$ cat src/hjc_pkg.sv
// ----------------------------------------------------------------------------
// hjc_pkg: shared types, constants and tables of the two-set Johab composer
// Jamo layout, pair tables, phase and result codes, queue and stack sizes.
// ----------------------------------------------------------------------------
package hjc_pkg;

	localparam int STACK_DEPTH = 8;
	localparam int IDX_W       = $clog2(STACK_DEPTH);
	localparam int CNT_W       = $clog2(STACK_DEPTH + 1);

	localparam int QUEUE_DEPTH = 4;
	localparam int QPTR_W      = $clog2(QUEUE_DEPTH);
	localparam int QCNT_W      = $clog2(QUEUE_DEPTH + 1);

	localparam logic [15:0] JOHAB_BASE = 16'h8441;
	localparam logic [15:0] MASK_INIT  = 16'h83FF;
	localparam logic [15:0] MASK_MED   = 16'hFC1F;
	localparam logic [15:0] MASK_FIN   = 16'hFFE0;

	localparam logic [7:0] VOWEL_MASK = 8'h60;
	localparam logic [7:0] VOWEL_TAG  = 8'h20;
	localparam logic [7:0] INIT_OFS   = 8'h80;
	localparam logic [7:0] MED_OFS    = 8'hA0;
	localparam logic [7:0] FIN_OFS    = 8'hC0;
	localparam logic [7:0] CONS_FIRST = 8'h82;
	localparam logic [7:0] CONS_COUNT = 8'd19;
	localparam logic [7:0] DBL_TT     = 8'h86;
	localparam logic [7:0] DBL_PP     = 8'h8A;
	localparam logic [7:0] DBL_JJ     = 8'h8F;

	localparam logic [7:0] KEY_BKSP = 8'd8;
	localparam logic [7:0] KEY_LO   = 8'd32;
	localparam logic [7:0] KEY_HI   = 8'd127;

	typedef enum logic [2:0] {
		PH_START = 3'd0,
		PH_INIT  = 3'd1,
		PH_MED   = 3'd2,
		PH_DMED  = 3'd3,
		PH_FIN   = 3'd4,
		PH_DFIN  = 3'd5,
		PH_END1  = 3'd6,
		PH_END2  = 3'd7
	} phase_t;

	typedef enum logic [1:0] {
		KIND_SYL   = 2'd0,
		KIND_PLAIN = 2'd1,
		KIND_DEL   = 2'd2,
		KIND_PREV  = 2'd3
	} kind_t;

	typedef enum logic [1:0] {
		CLS_PLAIN = 2'd0,
		CLS_BKSP  = 2'd1,
		CLS_JAMO  = 2'd2
	} cls_t;

	typedef enum logic [1:0] {
		B_IDLE = 2'd0,
		B_HOLD = 2'd1,
		B_PEND = 2'd2,
		B_PREV = 2'd3
	} bstate_t;

	typedef struct packed {
		phase_t      ph;
		logic [15:0] code;
		logic [7:0]  key;
		logic [7:0]  raw;
	} entry_t;

	typedef struct packed {
		cls_t       cls;
		logic [7:0] raw;
		logic [7:0] jamo;
	} key_item_t;

	typedef struct packed {
		logic              full;
		logic              empty;
		logic [QCNT_W-1:0] count;
	} fifo_stat_t;

	typedef struct packed {
		phase_t           phase;
		logic [CNT_W-1:0] count;
	} back_stat_t;

	localparam logic [7:0] LAYOUT [96] = '{
		8'h20, 8'h21, 8'h22, 8'h23, 8'h24, 8'h25, 8'h26, 8'h27,
		8'h28, 8'h29, 8'h2A, 8'h2B, 8'h2C, 8'h2D, 8'h2E, 8'h2F,
		8'h30, 8'h31, 8'h32, 8'h33, 8'h34, 8'h35, 8'h36, 8'h37,
		8'h38, 8'h39, 8'h3A, 8'h3B, 8'h3C, 8'h3D, 8'h3E, 8'h3F,
		8'h40, 8'h88, 8'hBA, 8'h90, 8'h8D, 8'h86, 8'h87, 8'h94,
		8'hAD, 8'hA5, 8'hA7, 8'hA3, 8'hBD, 8'hBB, 8'hB4, 8'hA6,
		8'hAC, 8'h8A, 8'h83, 8'h84, 8'h8C, 8'hAB, 8'h93, 8'h8F,
		8'h92, 8'hB3, 8'h91, 8'h5B, 8'h5C, 8'h5D, 8'h5E, 8'h5F,
		8'h60, 8'h88, 8'hBA, 8'h90, 8'h8D, 8'h85, 8'h87, 8'h94,
		8'hAD, 8'hA5, 8'hA7, 8'hA3, 8'hBD, 8'hBB, 8'hB4, 8'hA4,
		8'hAA, 8'h89, 8'h82, 8'h84, 8'h8B, 8'hAB, 8'h93, 8'h8E,
		8'h92, 8'hB3, 8'h91, 8'h7B, 8'h7C, 8'h7D, 8'h7E, 8'h7F
	};

	function automatic key_item_t classify(input logic [7:0] key, input logic mode);
		key_item_t  it;
		logic [7:0] conv;
		conv = key;
		if (!mode && key > KEY_LO && key <= KEY_HI) begin
			conv = LAYOUT[7'(key - KEY_LO)];
		end
		it.raw  = key;
		it.jamo = conv;
		if (conv != key) begin
			it.cls = CLS_JAMO;
		end else if (key == KEY_BKSP) begin
			it.cls = CLS_BKSP;
		end else begin
			it.cls = CLS_PLAIN;
		end
		return it;
	endfunction

	function automatic logic [7:0] vowel_pair(input logic [7:0] a, input logic [7:0] b);
		logic [7:0] r;
		case ({a, b})
			16'hADA3: r = 8'hAE;
			16'hADA4: r = 8'hAF;
			16'hADBD: r = 8'hB2;
			16'hB4A7: r = 8'hB5;
			16'hB4AA: r = 8'hB6;
			16'hB4BD: r = 8'hB7;
			16'hBBBD: r = 8'hBC;
			default:  r = 8'h00;
		endcase
		return r;
	endfunction

	function automatic logic [7:0] final_pair(input logic [7:0] a, input logic [7:0] b);
		logic [7:0] r;
		case ({a, b})
			16'h828B: r = 8'hC4;
			16'h848E: r = 8'hC6;
			16'h8494: r = 8'hC7;
			16'h8782: r = 8'hCA;
			16'h8788: r = 8'hCB;
			16'h8789: r = 8'hCC;
			16'h878B: r = 8'hCD;
			16'h8792: r = 8'hCE;
			16'h8793: r = 8'hCF;
			16'h8794: r = 8'hD0;
			16'h898B: r = 8'hD4;
			default:  r = 8'h00;
		endcase
		return r;
	endfunction

	// final-consonant code for initial code CONS_FIRST + p
	function automatic logic [7:0] init_to_final(input logic [4:0] p);
		logic [7:0] r;
		case (p)
			5'd0:    r = 8'hC2;
			5'd1:    r = 8'hC3;
			5'd2:    r = 8'hC5;
			5'd3:    r = 8'hC8;
			5'd5:    r = 8'hC9;
			5'd6:    r = 8'hD1;
			5'd7:    r = 8'hD3;
			5'd9:    r = 8'hD5;
			5'd10:   r = 8'hD6;
			5'd11:   r = 8'hD7;
			5'd12:   r = 8'hD8;
			5'd14:   r = 8'hD9;
			5'd15:   r = 8'hDA;
			5'd16:   r = 8'hDB;
			5'd17:   r = 8'hDC;
			5'd18:   r = 8'hDD;
			default: r = 8'h00;
		endcase
		return r;
	endfunction

endpackage

$ cat src/hjc_if.sv
// ----------------------------------------------------------------------------
// hjc_if: channel interfaces of the Johab composer
// Key input, result output and mode write channels, valid/ready each.
// ----------------------------------------------------------------------------
interface hjc_key_if;
	logic       valid;
	logic       ready;
	logic [7:0] key_code;
	modport source (output valid, output key_code, input ready);
	modport sink (input valid, input key_code, output ready);
endinterface

interface hjc_res_if;
	logic        valid;
	logic        ready;
	logic [1:0]  kind;
	logic [15:0] code;
	logic        last;
	modport source (output valid, output kind, output code, output last, input ready);
	modport sink (input valid, input kind, input code, input last, output ready);
endinterface

interface hjc_cfg_if;
	logic valid;
	logic ready;
	logic input_mode;
	modport source (output valid, output input_mode, input ready);
	modport sink (input valid, input input_mode, output ready);
endinterface

$ cat src/hjc_fifo.sv
// ----------------------------------------------------------------------------
// hjc_fifo: queue of classified keys between front and back
// Small circular buffer; head is presented combinationally.
// ----------------------------------------------------------------------------
module hjc_fifo (
	input  logic                  clk,
	input  logic                  arst_n,
	input  logic                  push,
	input  hjc_pkg::key_item_t    wr_item,
	input  logic                  pop,
	output hjc_pkg::key_item_t    head,
	output hjc_pkg::fifo_stat_t   stat
);

	hjc_pkg::key_item_t                mem_q [hjc_pkg::QUEUE_DEPTH];
	logic [hjc_pkg::QPTR_W-1:0]        wr_ptr_q;
	logic [hjc_pkg::QPTR_W-1:0]        rd_ptr_q;
	logic [hjc_pkg::QCNT_W-1:0]        cnt_q;

	always_ff @(posedge clk) begin
		if (push) begin
			mem_q[wr_ptr_q] <= wr_item;
		end
	end

	always_ff @(posedge clk or negedge arst_n) begin
		if (!arst_n) begin
			wr_ptr_q <= '0;
			rd_ptr_q <= '0;
			cnt_q    <= '0;
		end else begin
			if (push) begin
				wr_ptr_q <= wr_ptr_q + hjc_pkg::QPTR_W'(1);
			end
			if (pop) begin
				rd_ptr_q <= rd_ptr_q + hjc_pkg::QPTR_W'(1);
			end
			case ({push, pop})
				2'b10:   cnt_q <= cnt_q + hjc_pkg::QCNT_W'(1);
				2'b01:   cnt_q <= cnt_q - hjc_pkg::QCNT_W'(1);
				default: cnt_q <= cnt_q;
			endcase
		end
	end

	assign head       = mem_q[rd_ptr_q];
	assign stat.full  = (cnt_q == hjc_pkg::QCNT_W'(hjc_pkg::QUEUE_DEPTH));
	assign stat.empty = (cnt_q == '0);
	assign stat.count = cnt_q;

endmodule

$ cat src/hjc_front.sv
// ----------------------------------------------------------------------------
// hjc_front: key intake, layout mapping and mode register
// Registers each accepted key with its class and jamo code, then queues it.
// ----------------------------------------------------------------------------
module hjc_front (
	input  logic                clk,
	input  logic                arst_n,
	hjc_key_if.sink             key,
	hjc_cfg_if.sink             cfg,
	input  hjc_pkg::fifo_stat_t q_stat,
	output logic                q_push,
	output hjc_pkg::key_item_t  q_item,
	output logic                mode
);

	logic               mode_q;
	logic               vld_s1;
	hjc_pkg::key_item_t item_s1;
	logic               take;

	assign q_push    = vld_s1 && !q_stat.full;
	assign q_item    = item_s1;
	assign key.ready = !vld_s1 || q_push;
	assign take      = key.valid && key.ready;
	assign cfg.ready = 1'b1;
	assign mode      = mode_q;

	always_ff @(posedge clk or negedge arst_n) begin
		if (!arst_n) begin
			mode_q <= 1'b0;
			vld_s1 <= 1'b0;
		end else begin
			if (cfg.valid) begin
				mode_q <= cfg.input_mode;
			end
			if (take) begin
				vld_s1 <= 1'b1;
			end else if (q_push) begin
				vld_s1 <= 1'b0;
			end
		end
	end

	always_ff @(posedge clk) begin
		if (take) begin
			item_s1 <= hjc_pkg::classify(key.key_code, mode_q);
		end
	end

endmodule

$ cat src/hjc_back.sv
// ----------------------------------------------------------------------------
// hjc_back: composition automaton and result sequencer
// Steps one key at a time and takes the next queued key only after its preview;
// one result per cycle into the output register while it is free; re-fed keys
// are stepped from a two-entry pending store.
module hjc_back (
	input  logic                clk,
	input  logic                arst_n,
	input  logic                mode,
	input  hjc_pkg::key_item_t  q_head,
	input  hjc_pkg::fifo_stat_t q_stat,
	output logic                q_pop,
	output hjc_pkg::back_stat_t stat,
	hjc_res_if.source           res
);

	hjc_pkg::bstate_t             state_q, state_d;
	hjc_pkg::phase_t              phase_q;
	logic [hjc_pkg::CNT_W-1:0]    count_q;
	hjc_pkg::entry_t              top_q;
	hjc_pkg::entry_t              stk_q [hjc_pkg::STACK_DEPTH];
	logic [7:0]                   pend_q [2];
	logic [1:0]                   pcnt_q;
	logic [7:0]                   hold_key_q;

	logic                         res_v_q;
	hjc_pkg::kind_t               res_kind_q;
	logic [15:0]                  res_code_q;
	logic                         res_last_q;

	logic                         out_free;
	logic                         from_pend;
	logic                         step_en;
	hjc_pkg::key_item_t           item;
	hjc_pkg::entry_t              below;
	logic [hjc_pkg::IDX_W-1:0]    below_idx;
	logic [hjc_pkg::IDX_W-1:0]    push_idx;
	logic                         at_start;

	logic                         vowel;
	logic                         can_fin;
	logic [7:0]                   vp;
	logic [7:0]                   fp;
	logic [7:0]                   jcode;
	logic [7:0]                   fpos;
	logic [7:0]                   fcode;
	logic [15:0]                  tu;
	hjc_pkg::phase_t              nx;

	logic                         s_r0_v;
	hjc_pkg::kind_t               s_r0_kind;
	logic [15:0]                  s_r0_code;
	logic                         s_r1_v;
	hjc_pkg::phase_t              s_phase;
	logic [hjc_pkg::CNT_W-1:0]    s_count;
	hjc_pkg::entry_t              s_top;
	logic                         s_push;
	logic                         s_pend_raw;
	logic                         s_pend_uok;

	logic [1:0]                   pc;
	logic [7:0]                   pend_d [2];

	logic                         emit_v;
	hjc_pkg::kind_t               emit_kind;
	logic [15:0]                  emit_code;
	logic                         emit_last;

	assign out_free  = !res_v_q || res.ready;
	assign from_pend = (state_q == hjc_pkg::B_PEND);
	assign item      = from_pend ? hjc_pkg::classify(pend_q[1'(pcnt_q - 2'd1)], mode) : q_head;
	assign below_idx = hjc_pkg::IDX_W'(count_q - hjc_pkg::CNT_W'(2));
	assign below     = stk_q[below_idx];
	assign push_idx  = (count_q < hjc_pkg::CNT_W'(hjc_pkg::STACK_DEPTH)) ?
		count_q[hjc_pkg::IDX_W-1:0] : hjc_pkg::IDX_W'(hjc_pkg::STACK_DEPTH - 1);
	assign at_start  = (phase_q == hjc_pkg::PH_START);

	// jamo classification and next phase
	always_comb begin
		vowel   = (item.jamo & hjc_pkg::VOWEL_MASK) == hjc_pkg::VOWEL_TAG;
		can_fin = !vowel && item.jamo != hjc_pkg::DBL_TT && item.jamo != hjc_pkg::DBL_PP &&
			item.jamo != hjc_pkg::DBL_JJ;
		vp      = hjc_pkg::vowel_pair(top_q.key, item.jamo);
		fp      = hjc_pkg::final_pair(top_q.key, item.jamo);
		jcode   = item.jamo;
		unique case (phase_q)
			hjc_pkg::PH_INIT: begin
				nx = vowel ? hjc_pkg::PH_MED : hjc_pkg::PH_END1;
			end
			hjc_pkg::PH_MED: begin
				if (can_fin) begin
					nx = hjc_pkg::PH_FIN;
				end else if (vp != 8'h00) begin
					nx    = hjc_pkg::PH_DMED;
					jcode = vp;
				end else begin
					nx = hjc_pkg::PH_END1;
				end
			end
			hjc_pkg::PH_DMED: begin
				nx = can_fin ? hjc_pkg::PH_FIN : hjc_pkg::PH_END1;
			end
			hjc_pkg::PH_FIN: begin
				if (!vowel && fp != 8'h00) begin
					nx    = hjc_pkg::PH_DFIN;
					jcode = fp;
				end else begin
					nx = vowel ? hjc_pkg::PH_END2 : hjc_pkg::PH_END1;
				end
			end
			hjc_pkg::PH_DFIN: begin
				nx = vowel ? hjc_pkg::PH_END2 : hjc_pkg::PH_END1;
			end
			default: begin
				nx = vowel ? hjc_pkg::PH_MED : hjc_pkg::PH_INIT;
			end
		endcase
		fpos  = 8'(jcode - hjc_pkg::CONS_FIRST);
		fcode = (fpos < hjc_pkg::CONS_COUNT) ? hjc_pkg::init_to_final(fpos[4:0]) :
			hjc_pkg::FIN_OFS;
		tu    = at_start ? hjc_pkg::JOHAB_BASE : top_q.code;
	end

	// one key step
	always_comb begin
		s_r0_v     = 1'b0;
		s_r0_kind  = hjc_pkg::KIND_SYL;
		s_r0_code  = '0;
		s_r1_v     = 1'b0;
		s_phase    = phase_q;
		s_count    = count_q;
		s_top      = top_q;
		s_push     = 1'b0;
		s_pend_raw = 1'b0;
		s_pend_uok = 1'b0;
		unique case (item.cls)
			hjc_pkg::CLS_BKSP: begin
				if (at_start || count_q == '0) begin
					s_r0_v    = 1'b1;
					s_r0_kind = hjc_pkg::KIND_DEL;
					s_phase   = hjc_pkg::PH_START;
					s_count   = '0;
				end else begin
					s_count = count_q - hjc_pkg::CNT_W'(1);
					if (count_q == hjc_pkg::CNT_W'(1)) begin
						s_phase = hjc_pkg::PH_START;
					end else begin
						s_phase = below.ph;
						s_top   = below;
					end
				end
			end
			hjc_pkg::CLS_PLAIN: begin
				s_r0_v = 1'b1;
				if (!at_start) begin
					s_r0_kind = hjc_pkg::KIND_SYL;
					s_r0_code = top_q.code;
					s_r1_v    = 1'b1;
				end else begin
					s_r0_kind = hjc_pkg::KIND_PLAIN;
					s_r0_code = {8'h00, item.raw};
				end
				s_phase = hjc_pkg::PH_START;
				s_count = '0;
			end
			default: begin
				s_top.ph  = nx;
				s_top.key = item.jamo;
				s_top.raw = item.raw;
				s_top.code = tu;
				unique case (nx)
					hjc_pkg::PH_INIT: begin
						s_top.code = (tu & hjc_pkg::MASK_INIT) |
							(16'(5'(jcode - hjc_pkg::INIT_OFS)) << 10);
					end
					hjc_pkg::PH_MED, hjc_pkg::PH_DMED: begin
						s_top.code = (tu & hjc_pkg::MASK_MED) |
							(16'(5'(jcode - hjc_pkg::MED_OFS)) << 5);
					end
					hjc_pkg::PH_FIN: begin
						s_top.code = (tu & hjc_pkg::MASK_FIN) |
							16'(5'(fcode - hjc_pkg::FIN_OFS));
					end
					hjc_pkg::PH_DFIN: begin
						s_top.code = (tu & hjc_pkg::MASK_FIN) |
							16'(5'(jcode - hjc_pkg::FIN_OFS));
					end
					default: begin
						s_top.code = tu;
					end
				endcase
				if (nx == hjc_pkg::PH_END1) begin
					s_r0_v     = 1'b1;
					s_r0_code  = top_q.code;
					s_phase    = hjc_pkg::PH_START;
					s_count    = '0;
					s_top      = top_q;
					s_pend_raw = 1'b1;
				end else if (nx == hjc_pkg::PH_END2) begin
					s_r0_v     = 1'b1;
					s_r0_code  = below.code;
					s_phase    = hjc_pkg::PH_START;
					s_count    = '0;
					s_top      = top_q;
					s_pend_raw = 1'b1;
					s_pend_uok = 1'b1;
				end else if (at_start && (nx == hjc_pkg::PH_MED || nx == hjc_pkg::PH_DMED)) begin
					// lone vowel: finished at once with filler initial
					s_r0_v    = 1'b1;
					s_r0_code = s_top.code;
					s_phase   = hjc_pkg::PH_START;
					s_count   = '0;
				end else begin
					s_push  = 1'b1;
					s_phase = nx;
					s_count = hjc_pkg::CNT_W'(push_idx) + hjc_pkg::CNT_W'(1);
				end
			end
		endcase
	end

	// pending store after the step
	always_comb begin
		pend_d[0] = pend_q[0];
		pend_d[1] = pend_q[1];
		pc        = from_pend ? pcnt_q - 2'd1 : 2'd0;
		if (s_pend_raw && pc < 2'd2) begin
			pend_d[pc[0]] = item.raw;
			pc            = pc + 2'd1;
		end
		if (s_pend_uok && pc < 2'd2) begin
			pend_d[pc[0]] = top_q.raw;
			pc            = pc + 2'd1;
		end
	end

	// sequencer
	always_comb begin
		state_d   = state_q;
		step_en   = 1'b0;
		q_pop     = 1'b0;
		emit_v    = 1'b0;
		emit_kind = s_r0_kind;
		emit_code = s_r0_code;
		emit_last = 1'b0;
		unique case (state_q)
			hjc_pkg::B_IDLE, hjc_pkg::B_PEND: begin
				if (out_free && (from_pend || !q_stat.empty)) begin
					step_en = 1'b1;
					q_pop   = !from_pend;
					emit_v  = s_r0_v;
					if (s_r1_v) begin
						state_d = hjc_pkg::B_HOLD;
					end else if (pc != 2'd0) begin
						state_d = hjc_pkg::B_PEND;
					end else begin
						state_d = hjc_pkg::B_PREV;
					end
				end
			end
			hjc_pkg::B_HOLD: begin
				if (out_free) begin
					emit_v    = 1'b1;
					emit_kind = hjc_pkg::KIND_PLAIN;
					emit_code = {8'h00, hold_key_q};
					state_d   = (pcnt_q != 2'd0) ? hjc_pkg::B_PEND : hjc_pkg::B_PREV;
				end
			end
			default: begin
				if (out_free) begin
					emit_v    = 1'b1;
					emit_kind = hjc_pkg::KIND_PREV;
					emit_code = at_start ? 16'h0000 : top_q.code;
					emit_last = 1'b1;
					state_d   = hjc_pkg::B_IDLE;
				end
			end
		endcase
	end

	always_ff @(posedge clk or negedge arst_n) begin
		if (!arst_n) begin
			state_q <= hjc_pkg::B_IDLE;
			phase_q <= hjc_pkg::PH_START;
			count_q <= '0;
			pcnt_q  <= '0;
			res_v_q <= 1'b0;
		end else begin
			state_q <= state_d;
			if (step_en) begin
				phase_q <= s_phase;
				count_q <= s_count;
				pcnt_q  <= pc;
			end
			if (emit_v) begin
				res_v_q <= 1'b1;
			end else if (res.ready) begin
				res_v_q <= 1'b0;
			end
		end
	end

	always_ff @(posedge clk) begin
		if (step_en) begin
			top_q     <= s_top;
			pend_q[0] <= pend_d[0];
			pend_q[1] <= pend_d[1];
			if (s_push) begin
				stk_q[push_idx] <= s_top;
			end
			if (s_r1_v) begin
				hold_key_q <= item.raw;
			end
		end
		if (emit_v) begin
			res_kind_q <= emit_kind;
			res_code_q <= emit_code;
			res_last_q <= emit_last;
		end
	end

	assign res.valid  = res_v_q;
	assign res.kind   = res_kind_q;
	assign res.code   = res_code_q;
	assign res.last   = res_last_q;
	assign stat.phase = phase_q;
	assign stat.count = count_q;

endmodule

$ cat src/hangul_two_set_johab_composer_top.sv
// ----------------------------------------------------------------------------
// hangul_two_set_johab_composer_top: two-set Hangul composer, Johab output
//
//   channel  dir  transaction
//   key      in   one key byte (key_code)
//   res      out  one result: kind, code, last
//   cfg      in   input_mode write
//
// In the back end a key is stepped, then previewed; re-fed keys are stepped in between
// from the pending store, a plain key ending a syllable is sent after it, and a final
// consonant moving on is re-fed with the vowel. One result per cycle enters the single
// output register; the sequencer waits while it is held. Reset leaves the entry stack
// undefined. Keys are taken while results stall: a front stage and a four-entry queue.
// ----------------------------------------------------------------------------
module hangul_two_set_johab_composer_top (
	input  logic      clk,
	input  logic      arst_n,
	hjc_key_if.sink   key,
	hjc_res_if.source res,
	hjc_cfg_if.sink   cfg
);

	logic                q_push;
	logic                q_pop;
	logic                mode;
	hjc_pkg::key_item_t  q_item;
	hjc_pkg::key_item_t  q_head;
	hjc_pkg::fifo_stat_t q_stat;
	hjc_pkg::back_stat_t stat;

	hjc_front u_front (
		.clk    (clk),
		.arst_n (arst_n),
		.key    (key),
		.cfg    (cfg),
		.q_stat (q_stat),
		.q_push (q_push),
		.q_item (q_item),
		.mode   (mode)
	);

	hjc_fifo u_fifo (
		.clk     (clk),
		.arst_n  (arst_n),
		.push    (q_push),
		.wr_item (q_item),
		.pop     (q_pop),
		.head    (q_head),
		.stat    (q_stat)
	);

	hjc_back u_back (
		.clk    (clk),
		.arst_n (arst_n),
		.mode   (mode),
		.q_head (q_head),
		.q_stat (q_stat),
		.q_pop  (q_pop),
		.stat   (stat),
		.res    (res)
	);

`ifndef SYNTHESIS
	a_phase_count: assert property (@(posedge clk) disable iff (!arst_n)
		(stat.phase == hjc_pkg::PH_START) == (stat.count == '0))
		else $error("phase and stack count disagree");

	a_stack_room: assert property (@(posedge clk) disable iff (!arst_n)
		stat.count < hjc_pkg::CNT_W'(hjc_pkg::STACK_DEPTH))
		else $error("entry stack full");

	a_no_overfill: assert property (@(posedge clk) disable iff (!arst_n)
		q_push |-> !q_stat.full)
		else $error("push into full queue");

	a_no_underrun: assert property (@(posedge clk) disable iff (!arst_n)
		q_pop |-> !q_stat.empty)
		else $error("pop from empty queue");
`endif

endmodule

$ cat src/flat_wrapper.sv
// flat-port wrapper written by rule: the top's interface ports become plain ports
module hangul_two_set_johab_composer_top_flat 
  (clk, arst_n, key_valid, key_key_code, key_ready, res_valid, res_kind, res_code, res_last, res_ready, cfg_valid, cfg_input_mode, cfg_ready);
  hjc_key_if key_i ();
  hjc_res_if res_i ();
  hjc_cfg_if cfg_i ();
  input  logic clk;
  input  logic arst_n;
  input wire logic [$bits(key_i.valid)-1:0] key_valid;
  input wire logic [$bits(key_i.key_code)-1:0] key_key_code;
  output wire logic [$bits(key_i.ready)-1:0] key_ready;
  output wire logic [$bits(res_i.valid)-1:0] res_valid;
  output wire logic [$bits(res_i.kind)-1:0] res_kind;
  output wire logic [$bits(res_i.code)-1:0] res_code;
  output wire logic [$bits(res_i.last)-1:0] res_last;
  input wire logic [$bits(res_i.ready)-1:0] res_ready;
  input wire logic [$bits(cfg_i.valid)-1:0] cfg_valid;
  input wire logic [$bits(cfg_i.input_mode)-1:0] cfg_input_mode;
  output wire logic [$bits(cfg_i.ready)-1:0] cfg_ready;
  assign key_i.valid = key_valid;
  assign key_i.key_code = key_key_code;
  assign key_ready = key_i.ready;
  assign res_valid = res_i.valid;
  assign res_kind = res_i.kind;
  assign res_code = res_i.code;
  assign res_last = res_i.last;
  assign res_i.ready = res_ready;
  assign cfg_i.valid = cfg_valid;
  assign cfg_i.input_mode = cfg_input_mode;
  assign cfg_ready = cfg_i.ready;
  hangul_two_set_johab_composer_top u_core (.clk(clk), .arst_n(arst_n), .key(key_i), .res(res_i), .cfg(cfg_i));
endmodule
$ cat config.mk
export PLATFORM = sky130hd
export DESIGN_NAME = hangul_two_set_johab_composer_top_flat
export DESIGN_NICKNAME = d
export VERILOG_FILES = /design/src/hjc_pkg.sv /design/src/hjc_if.sv /design/src/hjc_fifo.sv /design/src/hjc_front.sv /design/src/hjc_back.sv /design/src/hangul_two_set_johab_composer_top.sv /design/src/flat_wrapper.sv
export SDC_FILE = /design/constraint.sdc
export NUM_CORES = 1
export LEC_CHECK = 0
export BUFFER_PORTS_ARGS = -buffer_cell sky130_fd_sc_hd__buf_2
export CORE_MARGIN = 3
export CORE_UTILIZATION = 40
export DETAILED_ROUTE_END_ITERATION = 10
export HOLD_SLACK_MARGIN = 0.12
export SYNTH_ARGS = -nofsm -noshare
export SYNTH_HDL_FRONTEND = slang
export SYNTH_SLANG_ARGS = --single-unit
$ cat constraint.sdc
create_clock -name clk -period 9.2 [get_ports clk]
set_clock_uncertainty 0.2 [all_clocks]
set_input_delay 0.46 -clock clk [delete_from_list [all_inputs] [get_ports clk]]
set_output_delay 0.46 -clock clk [all_outputs]
set_load 0.1 [all_outputs]
Yosys cells after proc, flatten, opt, wreduce, memory -nomap -nowiden
Memories as Yosys holds them, arrays and structs flattened.
Cells that the tools add are included.
- add/subtract/negate cells: 17
- magnitude comparators: 14
- eq/ne operators: 47
- muxes and demuxes: 113
- bitwise logic cells: 8
- reductions and logical operators: 47
- operator list (operator ; number):
    $eq 16x16->1 const B ; 18
    $mux 16 ; 10
    $mux 35 ; 4
    $mux 8 ; 12
    $pmux 8 s11 ; 1
    $pmux 35 s2 ; 1
    $pmux 16 s2 ; 2
    $pmux 16 s4 ; 1
    $pmux 8 s7 ; 1
    $mux 1 ; 39
    $bwmux 16 ; 2
    $or 16x5->16 ; 2
    $mux 2 ; 14
    $mux 3 ; 9
    $ne 8x8->1 const B ; 3
    $eq 3x3->1 const B ; 7
    $sub 5x1->5 const B ; 4
    $mux 18 ; 1
    $demux 8 s1 ; 2
    $eq 8x4->1 const B ; 2
    $ge 8x8->1 const B ; 2
    $gt 8x6->1 const B ; 2
    $le 8x7->1 const B ; 2
    $logic_and 1x1->1 ; 16
    44 further kinds ; 89
- flip-flop bits (word level): 101
- memory bits (writable): 368
- ROM bits: 2272
- memories: 6
- memories (name ; depth ; width ; read ports ; clocked after memory_dff ; wr ports ; RTL line ; text):
    (name not given) ; 128 ; 8 ; 1 ; 0 ; 0 ; hjc_pkg.sv:110 ; conv = LAYOUT[7'(key - KEY_LO)];
    (name not given) ; 128 ; 8 ; 1 ; 0 ; 0 ; hjc_pkg.sv:110 ;
    u_core.u_back.stk_q ; 8 ; 35 ; 1 ; 0 ; 1 ; hjc_back.sv:21 ; hjc_pkg::entry_t stk_q [hjc_pkg::STACK_DEPTH];
    (name not given) ; 32 ; 7 ; 1 ; 0 ; 0 ; hjc_pkg.sv:161 ; case (p)
    u_core.u_fifo.mem_q ; 4 ; 18 ; 1 ; 0 ; 1 ; hjc_fifo.sv:15 ; hjc_pkg::key_item_t mem_q [hjc_pkg::QUEUE_DEPTH];
    u_core.u_back.pend_q ; 2 ; 8 ; 3 ; 0 ; 2 ; hjc_back.sv:22 ; logic [7:0] pend_q [2];

Depth between registers and ports, before layout
An unclocked memory read counts as a cell.
- depth after elaboration: 32
- gate-level depth with buffers: 27
- gate-level depth less buffers: 23

Hierarchy
Synthesis repeated with hierarchy kept, for this count alone.
- cell total of the unflattened synthesis: 1686
- area, all modules: 23347.4 µm²
- modules (own cells, without submodules) (module ; instances ; cells each ; area each (µm²)):
    hjc_back ; 1 ; 1395 ; 18774.3
    hjc_fifo ; 1 ; 131 ; 2996.6
    hjc_front ; 1 ; 160 ; 1576.5

Least setup slack after synthesis
No wires, ideal clock.
- kind: flip-flop to flip-flop
- from: register u_core.u_back.pcnt_q[0]
- to: memory u_core.u_back.stk_q[6][0] (netlist bit) (enable)
- setup time: 0.515 ns
- arrival time: 7.151 ns
- required time: 8.485 ns
- slack: 1.335 ns
- cell stages (with the launch flop): 17
- path buffers: 2
- period minus slack after synthesis: 7.865 ns
- cell sequence: dfrtp_1 -> buf_6 -> mux2i_2 -> inv_2 -> ha_1 -> clkbuf_1 -> nor2_1 -> o22a_1 -> o221ai_1 -> a21o_1 -> a211oi_1 -> or4b_1 -> a41oi_1 -> o22ai_1 -> a31oi_4 -> nand3_1 -> nor4_1
- word-level cells in the longest chain between the ends: 26
- ends and longest elaborated chain (item ; RTL line ; text):
    start: declaration ; hjc_back.sv:23 ; logic [1:0] pcnt_q;
    start signal: assignment ; hjc_back.sv:293 ; pcnt_q <= pc;
    $sub 2x1->2 * ; n/a ;
    $mem_v2 2x8 * ; n/a ;
    $sub 7x6->7 ; hjc_pkg.sv:110 ;
    $not 7->8 (not written as such) ; hjc_pkg.sv:110 ;
    $mem_v2 128x8 ; n/a ;
    $mux 8 (not written as such) (2 in a row) ; hjc_pkg.sv:110 ;
    $mux 8 ; hjc_pkg.sv:109 ; if (!mode && key > KEY_LO && key <= KEY_HI) begin
    $mux 18 * ; hjc_back.sv:71 ; assign item = from_pend ? hjc_pkg::classify(pend_q[1'(pcnt_q - 2'd1)], mode) : q_head;
    branches (longest 13 deep; another with $eq 16x16->1) ; n/a ;
    $mux 1 * ; hjc_back.sv:136 ; unique case (item.cls)
    $mux 1 * ; hjc_back.sv:308 ; if (s_push) begin
    $mux 1 * ; hjc_back.sv:304 ; if (step_en) begin
    $mux 1 (not written as such) * ; hjc_back.sv:309 ; stk_q[push_idx] <= s_top;
    end: declaration ; hjc_back.sv:21 ;
Every way passes the cells marked *. The select of a mux whose other input is x is not followed.

==> qor.txt <==
Status = finished, final reports clean
Per-cell routed wire length = 25.0 um
Count of cell types in the netlist = 117
Setup violation total in the final timing report = 0
Delay-heaviest family, CP = compound AO/OA/AOI/OAI gates
RSZ-0062 raised after global routing = no
Gp weighted congestion = 0.927
Final HPWL DP = 43.4 mm
Row count = 88
DRT iter0 DRCs = 1,721
Routed vias = 15,549
Starting Density = 40.6%
DRC Markers = 0
Slowest cell on crit path = dfrtp_2
Diodes inserted = 0
Placed insts = 2,445
Critical Path Sink Type = flop
Clk_lat worst skew = 0.59 ns
Post-Syn Instances = 1,714
Commonest non-fill, non-tap cell in the layout = edfxtp_1
Worst hold start = key_key_code[4]
Synth Flop Type = edfxtp_1
Critical Path RT = 9.30 ns
Clock Path Buffers = 3
Fin nets = 1,785
Post-synthesis cell area = 0.0235 mm2
R2R depth = 21
Vias per cell = 6.12
Hold Path Depth = 1
Final ANT Viol Nets = 0
Worst min-delay path class = input port to flop
H-Tree Depth = 2
Relative max-transition margin = 18.5%
Arr. time, crit path = 7.85 ns
CTS Root Cell = clkbuf_16
CP bufs+invs = 1
First-pass GRT wire length = 96.7 mm
TritonCTS Sinks = 469
Fin cells = 2,540
Worst r2r src = u_core.u_back.pcnt_q[0]$_DFFE_PN0P_
Die area = 0.0617 mm2
Final worst-path cycle share = 84.2%
Least-Margin Pin Slew = 1.21 ns
Clk slew on worst S/H paths = 0.06 ns
Top area cells in the synthesized netlist = edfxtp_1 57%, mux4_2 8.5%, dfrtp_1 2.2%
Mapped Nets = 1,761
Startpoint types = flop
WL final = 63.6 mm
Port Buffers = 34
Critical path's largest stage delay = 0.80 ns
Initial antenna violation count = 0
Synth warn = 0
Async set or reset register ratio after synthesis = 4.48%
Post_cts resized = 0
Final slew viol count = 0
Share of layout cells above drive strength 1 = 19.2%
Most frequent cells in the layout = 448 x edfxtp_1, 128 x nand2_1, 108 x nor2_1
CTS Buf Count = 47
I/O Pins = 36
Pre-antenna DRT Iters = 5
Max-cap viol count = 0
Syn avg cell area = 13.7 um2
DIE WIDTH = 248 um
Worst reg-to-reg setup slack = 1.45 ns
Pin count of the biggest net entering global routing = 71
Setup bufs post-CTS = 0
Total track usage = 20.7%
Fin util = 45.1%
Area Growth Syn to Fin = 11.1%
Cell taking the most area after synthesis = edfxtp_1
Worst path cell trace = mux2i_4 -> inv_1 -> ha_1 -> nor2_1 -> nor3_1 -> o21ai_0 -> o2111ai_1 -> a31oi_1 -> or2_1 -> nand2_1 -> o2bb2ai_1 -> or4_1 -> a21o_1 -> and2_1 -> ha_1 -> mux2i_1 -> nand2_1 -> or2_2 -> a31oi_1 -> o211ai_1 -> a21oi_1
Hold Path End = u_core.u_front.q_item[12]$_DFFE_PP_
Yosys reg bits = 469
Period minus WS final = 7.75 ns
Core area = 0.0579 mm2
CP Class = flop to flop
Vias in the first global route = 15,127
Total Neg Setup Slack = 0 ns
CTS tree = yes
Seq/Total Area, Yosys = 59.5%
Max Fclk = 129 MHz
Die Y-Extent = 248 um
R2R Path End = u_core.u_back.stk_q[5][20]$_DFFE_PP_
Yosys top cell area share = 57.2%
Final Hold Viols = 0
GRT overflow = 0
Post-route cell area = 0.0261 mm2
Worst Path Max Fanout = 29
Placement Cell Area = 0.0245 mm2
EDFF count, synth = 448
[registers in the layout, indices dropped and copies added (netlist names), 2 cells and up]
name                      count
u_core.u_back.hold_key_q      8
u_core.u_back.state_q         2
u_core.u_back.count_q         4
u_core.u_back.pcnt_q          2
u_core.u_fifo.rd_ptr_q        2
u_core.u_back.res.code       16
u_core.u_front.q_item        18
u_core.u_back.stk_q         280
u_core.u_back.phase_q         3
u_core.u_back.res.kind        2
u_core.u_back.top_q          35
u_core.u_back.pend_q         16
u_core.u_fifo.wr_ptr_q        2
u_core.u_fifo.cnt_q           3
u_core.u_fifo.mem_q          72
[through the flow]
step	worst slack [ns]	hold WS, ns
detailed placement	1.65	0.287
CTS	1.65	0.122
finish	1.45	0.149
global route	1.09	0.152
global placement	1.82	0.267
floorplan	1.33	-0.0356
[timing repair]
action,CTS,global route
hold buffers,9,0
endpoints found under the hold margin,31,0
endpoints found under the setup margin,0,0
[worst max-delay path by stage]
stage                                                   start  depth (start not counted)  slack [ns]                                   end
after floorplan           u_core.u_back.pcnt_q[0]$_DFFE_PN0P_                         16        1.33   u_core.u_back.stk_q[6][0]$_DFFE_PP_
after global placement    u_core.u_back.pcnt_q[0]$_DFFE_PN0P_                         15        1.82  u_core.u_back.stk_q[2][24]$_DFFE_PP_
after detailed placement  u_core.u_back.pcnt_q[0]$_DFFE_PN0P_                         18        1.65  u_core.u_back.stk_q[2][34]$_DFFE_PP_
after CTS                 u_core.u_back.pcnt_q[0]$_DFFE_PN0P_                         18        1.65   u_core.u_back.stk_q[2][2]$_DFFE_PP_
after global routing      u_core.u_back.pcnt_q[0]$_DFFE_PN0P_                         21        1.09  u_core.u_back.stk_q[7][20]$_DFFE_PP_
final                     u_core.u_back.pcnt_q[0]$_DFFE_PN0P_                         21        1.45  u_core.u_back.stk_q[5][20]$_DFFE_PP_
[cell type report]
type | instances | area, um2
fill | 5140 | 31800
sequential | 469 | 14000
multi-input combinational | 1092 | 8900
tap | 765 | 957
clock buffer | 58 | 1240
inverter | 45 | 171
clock inverter | 28 | 272
timing repair buffer | 83 | 586
[synthesized netlist by cell type (8+ instances only)]
cell type  number
ha_1           32
a21o_1         14
clkbuf_1       67
or3_1          11
nand3b_1        8
mux2_2         25
o211ai_1       18
a31oi_1        25
mux2_1          8
edfxtp_1      448
buf_2          19
mux4_2         89
nand3_1        46
or2_2          12
a211oi_1        8
o31ai_1         8
nor4_1          8
nand4_1        11
a221o_1        13
a22oi_1        14
a22o_1          9
nor3_1         34
nand2_1       128
inv_1          42
o21ai_1         8
dfrtp_1        21
buf_1          11
mux2i_1        50
nand2b_1       16
nor2b_1        16
a21oi_1        67
o21ai_0        84
and2_1         19
o221ai_1       12
o22ai_1        14
nor2_1        111
[cell families after synthesis]
group	after synthesis	synth area share, %
and+or+nand+nor	459	9.81
muxes	182	13.0
AOI/OAI and AO/OA	401	12.4
DFF	469	59.5
xor gates and xnor gates	16	0.708
adders and majority gates	33	1.79
buffers and inverters	153	2.86
other	1	0.0160
[metal layers]
metal / share of wire [%] / up-vias / GRT usage, %
met4: 3.4 / 0 / 6.95
met2: 47 / 678 / 33.3
met1: 43 / 7892 / 28.9
li1: - / 6838 / -
met3: 6.5 / 141 / 3.20
met5: 0 / - / 0
[worst register-to-register path, delay by kind of cell (launching register included)]
kind | cells | cell delay, ns
flops | 1 | 0.80
mux | 2 | 0.91
compound gates | 8 | 2.41
fa+ha+maj | 2 | 0.92
buf+inv | 1 | 0.28
simple gates | 8 | 1.96
Power is left out: the tool's default activity adds up to more than one toggle a clock period on the data nets, which glitch-free logic cannot reach.
